## src/hw/rtl/cfc_pkg.sv

```systemverilog
// cfc_pkg: beat types, queue entry type, verdict and register codes
// shared by the command frame checker front, queue, back and top level
// no dependencies
package cfc_pkg;

  // frame constants
  localparam logic [7:0] HDR_FIRST       = 8'h4A;
  localparam logic [7:0] HDR_SECOND      = 8'h48;
  localparam logic [7:0] ACK_BIT         = 8'h80;
  localparam logic [7:0] MAX_FRAME_BYTES = 8'd20;
  localparam logic [7:0] COUNT_SAT       = 8'hFF;
  localparam logic [7:0] MIN_FRAME_BYTES = 8'd6;
  localparam logic [8:0] FRAME_OVERHEAD  = 9'd6;

  // queue between front and back
  localparam int unsigned QUEUE_DEPTH = 4;
  localparam int unsigned QUEUE_PTR_W = 2;
  localparam int unsigned QUEUE_CNT_W = 3;

  // verdict codes
  localparam logic [3:0] VERDICT_REPLY      = 4'd0;
  localparam logic [3:0] VERDICT_START      = 4'd1;
  localparam logic [3:0] VERDICT_STOP       = 4'd2;
  localparam logic [3:0] VERDICT_RESTART    = 4'd3;
  localparam logic [3:0] VERDICT_TRANSFER   = 4'd4;
  localparam logic [3:0] VERDICT_UNKNOWN    = 4'd5;
  localparam logic [3:0] VERDICT_BAD_LENGTH = 4'd6;
  localparam logic [3:0] VERDICT_CHECKSUM   = 4'd7;
  localparam logic [3:0] VERDICT_BAD_HEADER = 4'd8;

  // frame class found by the front
  localparam logic [1:0] CLS_GOOD       = 2'd0;
  localparam logic [1:0] CLS_BAD_HEADER = 2'd1;
  localparam logic [1:0] CLS_BAD_LENGTH = 2'd2;
  localparam logic [1:0] CLS_CHECKSUM   = 2'd3;

  // configuration register indexes
  localparam logic [1:0] REG_START_SAMPLE   = 2'd0;
  localparam logic [1:0] REG_STOP_SAMPLE    = 2'd1;
  localparam logic [1:0] REG_RESTART_SAMPLE = 2'd2;
  localparam logic [1:0] REG_START_TRANSFER = 2'd3;

  typedef struct packed {
    logic       kind;
    logic [7:0] data_byte;
    logic       end_of_packet;
  } in_beat_t;

  typedef struct packed {
    logic [3:0] verdict;
    logic [7:0] rx_opcode;
    logic [7:0] ack_opcode;
    logic       ack_needed;
    logic       sampling_on;
  } out_beat_t;

  // one queue entry: a local command or a classified packet end
  typedef struct packed {
    logic       is_cmd;
    logic [1:0] cls;
    logic [7:0] opcode;
  } q_entry_t;

  typedef struct packed {
    logic full;
    logic empty;
  } q_status_t;

endpackage

```

## src/hw/rtl/cfc_back.sv

```systemverilog
// cfc_back: carries out queued entries, holds the reply wait, sampling
// flag and command opcode registers, drives the result register; uses cfc_pkg
module cfc_back
  import cfc_pkg::*;
(
  input  logic      clk,
  input  logic      rst_n,
  input  logic      cfg_we,
  input  logic [1:0] cfg_index,
  input  logic [7:0] cfg_data,
  input  q_entry_t  q_rdata,
  input  q_status_t q_status,
  output logic      q_pop,
  output logic      out_valid,
  input  logic      out_stall,
  output out_beat_t out_data
);

  logic [7:0] start_op_r, stop_op_r, restart_op_r, transfer_op_r;
  logic       awaiting_r, awaiting_nxt;
  logic [7:0] awaited_op_r, awaited_op_nxt;
  logic       sampling_r, sampling_nxt;
  logic       out_valid_r;
  out_beat_t  out_data_r;
  out_beat_t  res;
  logic       out_free;
  logic       load;

  assign out_free = !out_valid_r || !out_stall;
  assign q_pop    = !q_status.empty && (q_rdata.is_cmd || out_free);
  assign load     = q_pop && !q_rdata.is_cmd;

  always_comb begin
    awaiting_nxt   = awaiting_r;
    awaited_op_nxt = awaited_op_r;
    sampling_nxt   = sampling_r;
    res            = '0;
    res.rx_opcode  = q_rdata.opcode;
    res.ack_needed = 1'b1;
    if (q_pop && q_rdata.is_cmd) begin
      awaiting_nxt   = 1'b1;
      awaited_op_nxt = q_rdata.opcode;
    end
    unique case (q_rdata.cls)
      CLS_BAD_HEADER: begin
        res.verdict    = VERDICT_BAD_HEADER;
        res.ack_needed = 1'b0;
      end
      CLS_BAD_LENGTH: res.verdict = VERDICT_BAD_LENGTH;
      CLS_CHECKSUM:   res.verdict = VERDICT_CHECKSUM;
      default: begin
        if (awaiting_r && awaited_op_r == q_rdata.opcode) begin
          res.verdict    = VERDICT_REPLY;
          res.ack_needed = 1'b0;
          if (load) begin
            awaiting_nxt   = 1'b0;
            awaited_op_nxt = 8'd0;
          end
        end else begin
          priority if (q_rdata.opcode == start_op_r) begin
            res.verdict = VERDICT_START;
            if (load) sampling_nxt = 1'b1;
          end else if (q_rdata.opcode == stop_op_r) begin
            res.verdict = VERDICT_STOP;
            if (load) sampling_nxt = 1'b0;
          end else if (q_rdata.opcode == restart_op_r) begin
            res.verdict = VERDICT_RESTART;
          end else if (q_rdata.opcode == transfer_op_r) begin
            res.verdict = VERDICT_TRANSFER;
          end else begin
            res.verdict = VERDICT_UNKNOWN;
          end
        end
      end
    endcase
    res.ack_opcode  = res.ack_needed ? (q_rdata.opcode | ACK_BIT) : 8'd0;
    res.sampling_on = sampling_nxt;
  end

  always_ff @(posedge clk) begin
    if (!rst_n) begin
      start_op_r    <= 8'd1;
      stop_op_r     <= 8'd2;
      restart_op_r  <= 8'd3;
      transfer_op_r <= 8'd4;
    end else if (cfg_we) begin
      unique case (cfg_index)
        REG_START_SAMPLE:   start_op_r    <= cfg_data;
        REG_STOP_SAMPLE:    stop_op_r     <= cfg_data;
        REG_RESTART_SAMPLE: restart_op_r  <= cfg_data;
        REG_START_TRANSFER: transfer_op_r <= cfg_data;
        default:            start_op_r    <= start_op_r;
      endcase
    end
  end

  always_ff @(posedge clk) begin
    if (!rst_n) begin
      awaiting_r   <= 1'b0;
      awaited_op_r <= 8'd0;
      sampling_r   <= 1'b0;
      out_valid_r  <= 1'b0;
    end else begin
      awaiting_r   <= awaiting_nxt;
      awaited_op_r <= awaited_op_nxt;
      sampling_r   <= sampling_nxt;
      if (load) out_valid_r <= 1'b1;
      else if (!out_stall) out_valid_r <= 1'b0;
    end
  end

  always_ff @(posedge clk) begin
    if (load) out_data_r <= res;
  end

  assign out_valid = out_valid_r;
  assign out_data  = out_data_r;

`ifndef SYNTHESIS
  a_reply_clears_wait: assert property (@(posedge clk) disable iff (!rst_n)
    (load && res.verdict == VERDICT_REPLY) |=> !awaiting_r)
    else $error("reply matched but wait still armed");

  a_ack_opcode_form: assert property (@(posedge clk) disable iff (!rst_n)
    (out_valid_r && out_data_r.ack_needed) |->
      (out_data_r.ack_opcode == (out_data_r.rx_opcode | ACK_BIT)))
    else $error("ack opcode does not match frame opcode");

  a_sampling_tracks_result: assert property (@(posedge clk) disable iff (!rst_n)
    load |=> (out_data_r.sampling_on == sampling_r))
    else $error("result sampling flag differs from state");
`endif

endmodule

```

## config.mk

```make
export PLATFORM = sky130hd
export DESIGN_NAME = cfc_back
export DESIGN_NICKNAME = d
export VERILOG_FILES = /design/src/hw/rtl/cfc_pkg.sv /design/src/hw/rtl/cfc_back.sv
export SDC_FILE = /design/constraint.sdc
export NUM_CORES = 1
export LEC_CHECK = 0
export ABC_AREA = 1
export BUFFER_PORTS_ARGS = -buffer_cell sky130_fd_sc_hd__buf_4
export CAP_MARGIN = 10
export CELL_PAD_IN_SITES_DETAIL_PLACEMENT = 1
export CELL_PAD_IN_SITES_GLOBAL_PLACEMENT = 2
export CORE_UTILIZATION = 33
export CTS_CLUSTER_SIZE = 10
export DETAILED_ROUTE_END_ITERATION = 7
export GPL_ROUTABILITY_DRIVEN = 0
export PLACE_DENSITY = 0.75
export SLEW_MARGIN = 40
export SYNTH_ARGS = -nofsm -noshare
export SYNTH_HDL_FRONTEND = slang
export SYNTH_SLANG_ARGS = --single-unit
```

## constraint.sdc

```tcl
create_clock -name clk -period 2.5 [get_ports clk]
set_input_delay 0 -clock clk [delete_from_list [all_inputs] [get_ports clk]]
set_output_delay 0 -clock clk [all_outputs]
set_load 0.02 [all_outputs]
```

==> results of run 1 <==
how the worst max path moves through the flow:
stage / cells after the start / to / start / slack (ns)
5_1_grt: 11 / out_data[0] / q_status[0] / 0.82
4_1_cts: 11 / out_data[0] / q_status[0] / 0.95
3_3_place_gp: 9 / out_data[0] / out_valid / 1.03
6_report: 11 / out_data[0] / q_status[0] / 0.95
2_1_floorplan: 8 / out_data[0] / out_valid / 0.21
3_5_place_dp: 9 / out_data[0] / out_valid / 1.02
stage by stage:
| stage | cell area, um2 | total power [mW] | cells |
|---|---|---|---|
| 2_1_floorplan | 3050 | 1.40 | 363 |
| 3_3_place_gp | 3440 | 1.51 | 507 |
| 3_5_place_dp | 3440 | 1.52 | 507 |
| 4_1_cts | 3870 | 2.51 | 544 |
| 5_1_grt | 3870 | 2.60 | 544 |
| 6_report | 3870 | 2.47 | 544 |
kinds of logic after synthesis:
family	Yosys count	share of synthesized area, %
DFF	64	48.9
xor gates and xnor gates	31	8.90
buffers and inverters	53	9.03
AOI/OAI and AO/OA	46	8.04
and+or+nand+nor	169	25.1
cells in the mapped netlist (all sizes together):
cell type,number,share of area (%)
o21ai,30,5.2
xnor2,25,7.2
clkbuf,4,0.53
nand2,68,8.5
nand3b,1,0.66
nand4,5,1.0
nand3,12,2.3
buf,11,3.7
edfxtp,21,21
a21oi,13,2.1
a211oi,3,0.74
dfxtp,43,28
or2,1,0.21
nor2,75,11
xor2,6,1.7
clkinv,2,0.25
nor3,7,1.9
inv,36,4.5
critical path, cell delays in order:
cell	delay (ns)
dlygate4sd3_1	0.54
buf_4	0.14
inv_2	0.10
nand2_1	0.12
nor2_2	0.13
buf_4	0.24
nand3_1	0.10
nand2_1	0.08
nand3_2	0.08
nand2_2	0.07
inv_1	0.04
final cells by class:
| cell class | count | area [um2] |
|---|---|---|
| timing repair buffer | 72 | 593 |
| clock inverter | 2 | 35.0 |
| multi-input combinational | 246 | 1280 |
| tap | 108 | 135 |
| clock buffer | 14 | 184 |
| inverter | 38 | 145 |
| sequential | 64 | 1490 |
| fill | 1057 | 4980 |
layer usage:
metal	wire [um]	GRT usage (%)	up-vias	part of all wire, %
met2	3780	29.5	46	49
met3	311	4.58	2	4.0
li1	-	-	1285	-
met4	36	4.55	0	0.46
met1	3630	22.5	1205	47
met5	0	0	-	0
power groups by stage:
stage	sequential [mW]	combinational [mW]	clock (mW)
2_1_floorplan	1.20	0.199	0
3_3_place_gp	1.18	0.326	0
3_5_place_dp	1.18	0.332	0
4_1_cts	1.16	0.360	0.989
5_1_grt	1.17	0.395	1.04
6_report	1.16	0.353	0.954
what timing repair did:
item	4_1_cts	5_1_grt
setup endpoints to repair	0	0
buffers inserted	0	0
endpoints found under the hold margin	43	0
hold buffers	21	0
state kept, by name, summed over array words and instances, names as in the netlist, named ones only:
register	count
restart_op_r	8
stop_op_r	8
out_valid	1
awaited_op_r	8
start_op_r	8
out_data	21
transfer_op_r	8
sampling_r	1
==> metrics.yaml, run 1 <==
io_buffers: 49
antennaDiodeCount: 0
hold_viol_final: 0
grt_util_all_layers_pct: 17.6
cts_resized: 0
power.density_mw_per_mm2: 638
drive_above_1_share_pct: 20.2
synth_cells: 363
ff2ff_path_depth: 9
slew_violations: 0
num-nets-final: 458
synth-seq-cells: 64
detail_route.first_pass.iterations: 6
dr_total_vias: 2538
holdWs_ns: 0.0267
criticalPathCategory: "in2reg"
yosysSeqAreaShare_pct: 48.9
grt_antenna_before_repair: 0
hold_end: "restart_op_r[0]"
yosys_warnings: 0
clock_latency_ns: 0.34
setup_tns_ns: 0
die_h_um: 98.1
yosysUniqueCellTypes: 30
grt_max_degree: 35
syn_area_per_cell_um2: 8.40
cts_buffers: 9
die_w_um: 98.1
via_per_inst: 4.67
layout_commonest_cell: "nor2_1"
cts.sinks: 64
ios: 51
grt_pass1_wl_mm: 12.9
power.leakage_nw: 1.71
swShare_pct: 24.7
outcome: "finished, violations left"
power_frac_clock_pct: 38.7
max_slew_margin_pct: 71.0
wl_per_cell_um: 14.3
dp_hpwl_mm: 5.59
crit_path_end_kind: "flop"
worstReg2RegStart: "out_valid"
fp.coreArea_mm2: 0.00885
post-route-drc-count: 5
place_ws_ns: 1.02
worstPathMaxFanout: 14
cap_violations: 0
routed_wl_mm: 7.76
period_share_pct: 61.9
start_util_pct: 34.5
syn_to_final_growth_pct: 26.9
postRouteAntennaNets: 0
worst_slack_ns: 0.952
grt_overflow: 0
cts_tree: "yes"
drt_iter0_drc: 51
violations: "design-rule violations"
rows: 34
setup_viol_count_final: 0
power_frac_comb_pct: 14.3
min_path_type: "in2reg"
timing.rr.end: "out_data[0]"
start_kind: "input pin"
cp.required_ns: 2.59
ir_drop_v: 0.000325
fin_skew_ns: 0.00847
final_cell_mix: "nor2_1 (68), nand2_1 (66), buf_4 (51), dfxtp_1 (43), inv_1 (29)"
arrival_ns: 1.64
rsz0062_at_grt: "no"
synthesis.nets: 390
p_switching_mw: 0.609
rrSetupSlack_ns: 1.02
clk_pin_slew_ns: 0.06
dieArea_mm2: 0.00963
fmax_mhz: 646
p_seq_share_pct: 47.0
p_int_mw: 1.86
clockBufferDepth: 2
cts-root-buf: "clkbuf_8"
worstHoldStart: "cfg_index[0]"
first_global_vias: 2608
layout_min_cycle_time_ns: 1.55
hold_depth: 4
tightest_slew_ns: 0.434
fin_util_pct: 43.7
syn_area_mm2: 0.00305
htree_levels: 3
No activity file was read; power rests on OpenSTA's default activity.
==> run 2: changes to the inputs <==
clock period = 1.55 ns   (was 2.5 ns; I/O delays follow)
==> run 2 against run 1 <==
Compared with the run above:
- the run still ends with design-rule violations left
- register-to-register slack worse by 0.89 ns
- critical path depth is 1 lower
- count of clock-buffer cells in the layout is 1 lower
- sequential cell count stayed put
- sequential share of layout area is 0.65 points lower
- wire length is 4.0% higher
- critical endpoint is now out_data[3]
==> metrics.yaml, run 2 (synthesized netlist as in run 1, its figures left out) <==
outcome: "finished, violations left"  # unchanged
violations: "design-rule violations"  # unchanged
io_buffers: 49  # unchanged
crit_family: "buffers and inverters"  # unchanged
layout_min_cycle_time_ns: 1.47
grt_max_degree: 34  # was 35
criticalPathCategory: "in2reg"  # unchanged
grt_util_all_layers_pct: 18.3  # was 17.6%
slew_violations: 0  # unchanged
grt_pass1_wl_mm: 13.3  # was 12.9 mm
first_global_vias: 2595  # was 2,608
wl_per_cell_um: 14.8  # was 14.3 um
htree_levels: 3  # unchanged
slowest_stage: "dlygate4sd3_1"  # unchanged
fp.coreArea_mm2: 0.00885  # unchanged
post-route-drc-count: 5  # unchanged
detail_route.first_pass.iterations: 6  # unchanged
num-nets-final: 460  # was 458
crit_buf_inv: 3  # was 5
worst_slack_ns: 0.0823  # was 0.952 ns
ir_drop_v: 0.000567  # was 0.000325 V
cts.sinks: 64  # unchanged
min_path_type: "in2reg"  # unchanged
hold_viol_final: 0  # unchanged
clock_latency_ns: 0.35  # was 0.34 ns
arrival_ns: 1.58  # was 1.64 ns
tightest_slew_ns: 0.440  # was 0.434 ns
dieArea_mm2: 0.00963  # unchanged
cap_violations: 0  # unchanged
cts_buffers: 9  # unchanged
grt_antenna_before_repair: 0  # unchanged
place_ws_ns: 0.137  # was 1.02 ns
cp.required_ns: 1.66  # was 2.59 ns
drt_iter0_drc: 85  # was 51
dr_total_vias: 2567  # was 2,538
antennaDiodeCount: 0  # unchanged
clk_pin_slew_ns: 0.08  # was 0.06 ns
ios: 51  # unchanged
clockBufferDepth: 2  # unchanged
crit_path_end_kind: "flop"  # unchanged
cts-root-buf: "clkbuf_8"  # unchanged
syn_to_final_growth_pct: 29.2  # was 26.9%
max_slew_margin_pct: 70.6  # was 71.0%
layout_commonest_cell: "nor2_1"  # unchanged
routed_wl_mm: 8.07  # was 7.76 mm
final_cell_mix: "nor2_1 (66), nand2_1 (64), buf_4 (46), dfxtp_1 (42), inv_1 (29)"  # was nor2_1 (68), nand2_1 (66), buf_4 (51), dfxtp_1 (43), inv_1 (29)
rows: 34  # unchanged
cp_slowest_stage_delay_ns: 0.55  # was 0.54 ns
holdWs_ns: 0.00281  # was 0.0267 ns
fin_skew_ns: 0.00590  # was 0.00847 ns
drive_above_1_share_pct: 21.9  # was 20.2%
postRouteAntennaNets: 0  # unchanged
grt_overflow: 0  # unchanged
worstPathMaxFanout: 8  # was 14
fmax_mhz: 681
start_util_pct: 34.5  # unchanged
dp_hpwl_mm: 5.64  # was 5.59 mm
largest_reg_flops: 21  # unchanged
die_w_um: 98.1  # unchanged
via_per_inst: 4.70  # was 4.67
rsz0062_at_grt: "no"  # unchanged
cts_tree: "yes"  # unchanged
die_h_um: 98.1  # unchanged
power.leakage_nw: 1.73  # was 1.71 nW
setup_viol_count_final: 0  # unchanged
period_share_pct: 94.7
power.density_mw_per_mm2: 1050  # was 638 mW/mm2
crit_chain: "dlygate4sd3_1 > buf_6 > xnor2_1 > nand2_1 > nor2_2 > nand3_2 > nand2_2 > inv_4 > nor2_8 > nor2_1"  # was dlygate4sd3_1 > buf_4 > inv_2 > nand2_1 > nor2_2 > buf_4 > nand3_1 > nand2_1 > nand3_2 > nand2_2 > inv_1
start_kind: "input pin"  # unchanged
run 2: changes by cell type in the layout (fill, tap and decap cells not counted), sizes merged:
cell and change:
buf +2, bufinv +1, clkbuf -1
run 2: worst paths after layout:
path	start	endpoint	slack [ns]	depth (start not counted)
max	q_rdata[3]	out_data[3]	0.08	10
max reg2reg	awaited_op_r[0]	out_data[3]	0.13	8
min reg2reg	start_op_r[2]	start_op_r[2]	0.47	2
min	cfg_index[0]	restart_op_r[1]	0.003	4
run 2: routing by layer:
| metal | GRT usage [%] | share of wire, % |
|---|---|---|
| met5 | 0 | 0 |
| met2 | 30.5 | 47 |
| met1 | 23.4 | 48 |
| met3 | 2.79 | 3.2 |
| met4 | 8.04 | 1.7 |
run 2: what timing repair did:
| item | 4_1_cts | 5_1_grt |
|---|---|---|
| setup buffers | 0 | 1 |
| resized for setup | 0 | 10 |
| hold buffers | 21 | 0 |
| endpoints found under the hold margin | 43 | 0 |
| endpoints found under the setup margin | 0 | 8 |
run 2: layout make-up:
type                            instances  area [um2]
Tap cell                              108         135
Inverter                               38         145
Clock buffer                           13         159
Timing Repair Buffer                   74         634
Fill cell                            1062        4910
Clock inverter                          3        65.1
Multi-Input combinational cell        246        1310
Sequential cell                        64        1490
run 2: worst min-delay path, stage by stage:
cell	delay (ns)
buf_4	0.12
nor3_4	0.06
nand2_1	0.06
nand3_1	0.06
run 2: through the flow:
step / instance area, um2 / std cells / setup TNS, ns / power (mW) / utilization [%]
2_1_floorplan: 3060 / 363 / -0.0140 / 2.26 / -
3_3_place_gp: 3460 / 508 / 0 / 2.44 / 39.1
3_5_place_dp: 3460 / 508 / 0 / 2.45 / 39.1
4_1_cts: 3890 / 545 / 0 / 4.16 / 44.0
5_1_grt: 3940 / 546 / 0 / 4.31 / 44.5
6_report: 3940 / 546 / 0 / 4.13 / 44.5
run 2: power by group:
part / switching, mW / leakage, nW / internal [mW]
Combinational: 0.333 / 1.07 / 0.256
Sequential: 0.0446 / 0.551 / 1.82
Clock: 0.677 / 0.114 / 0.994
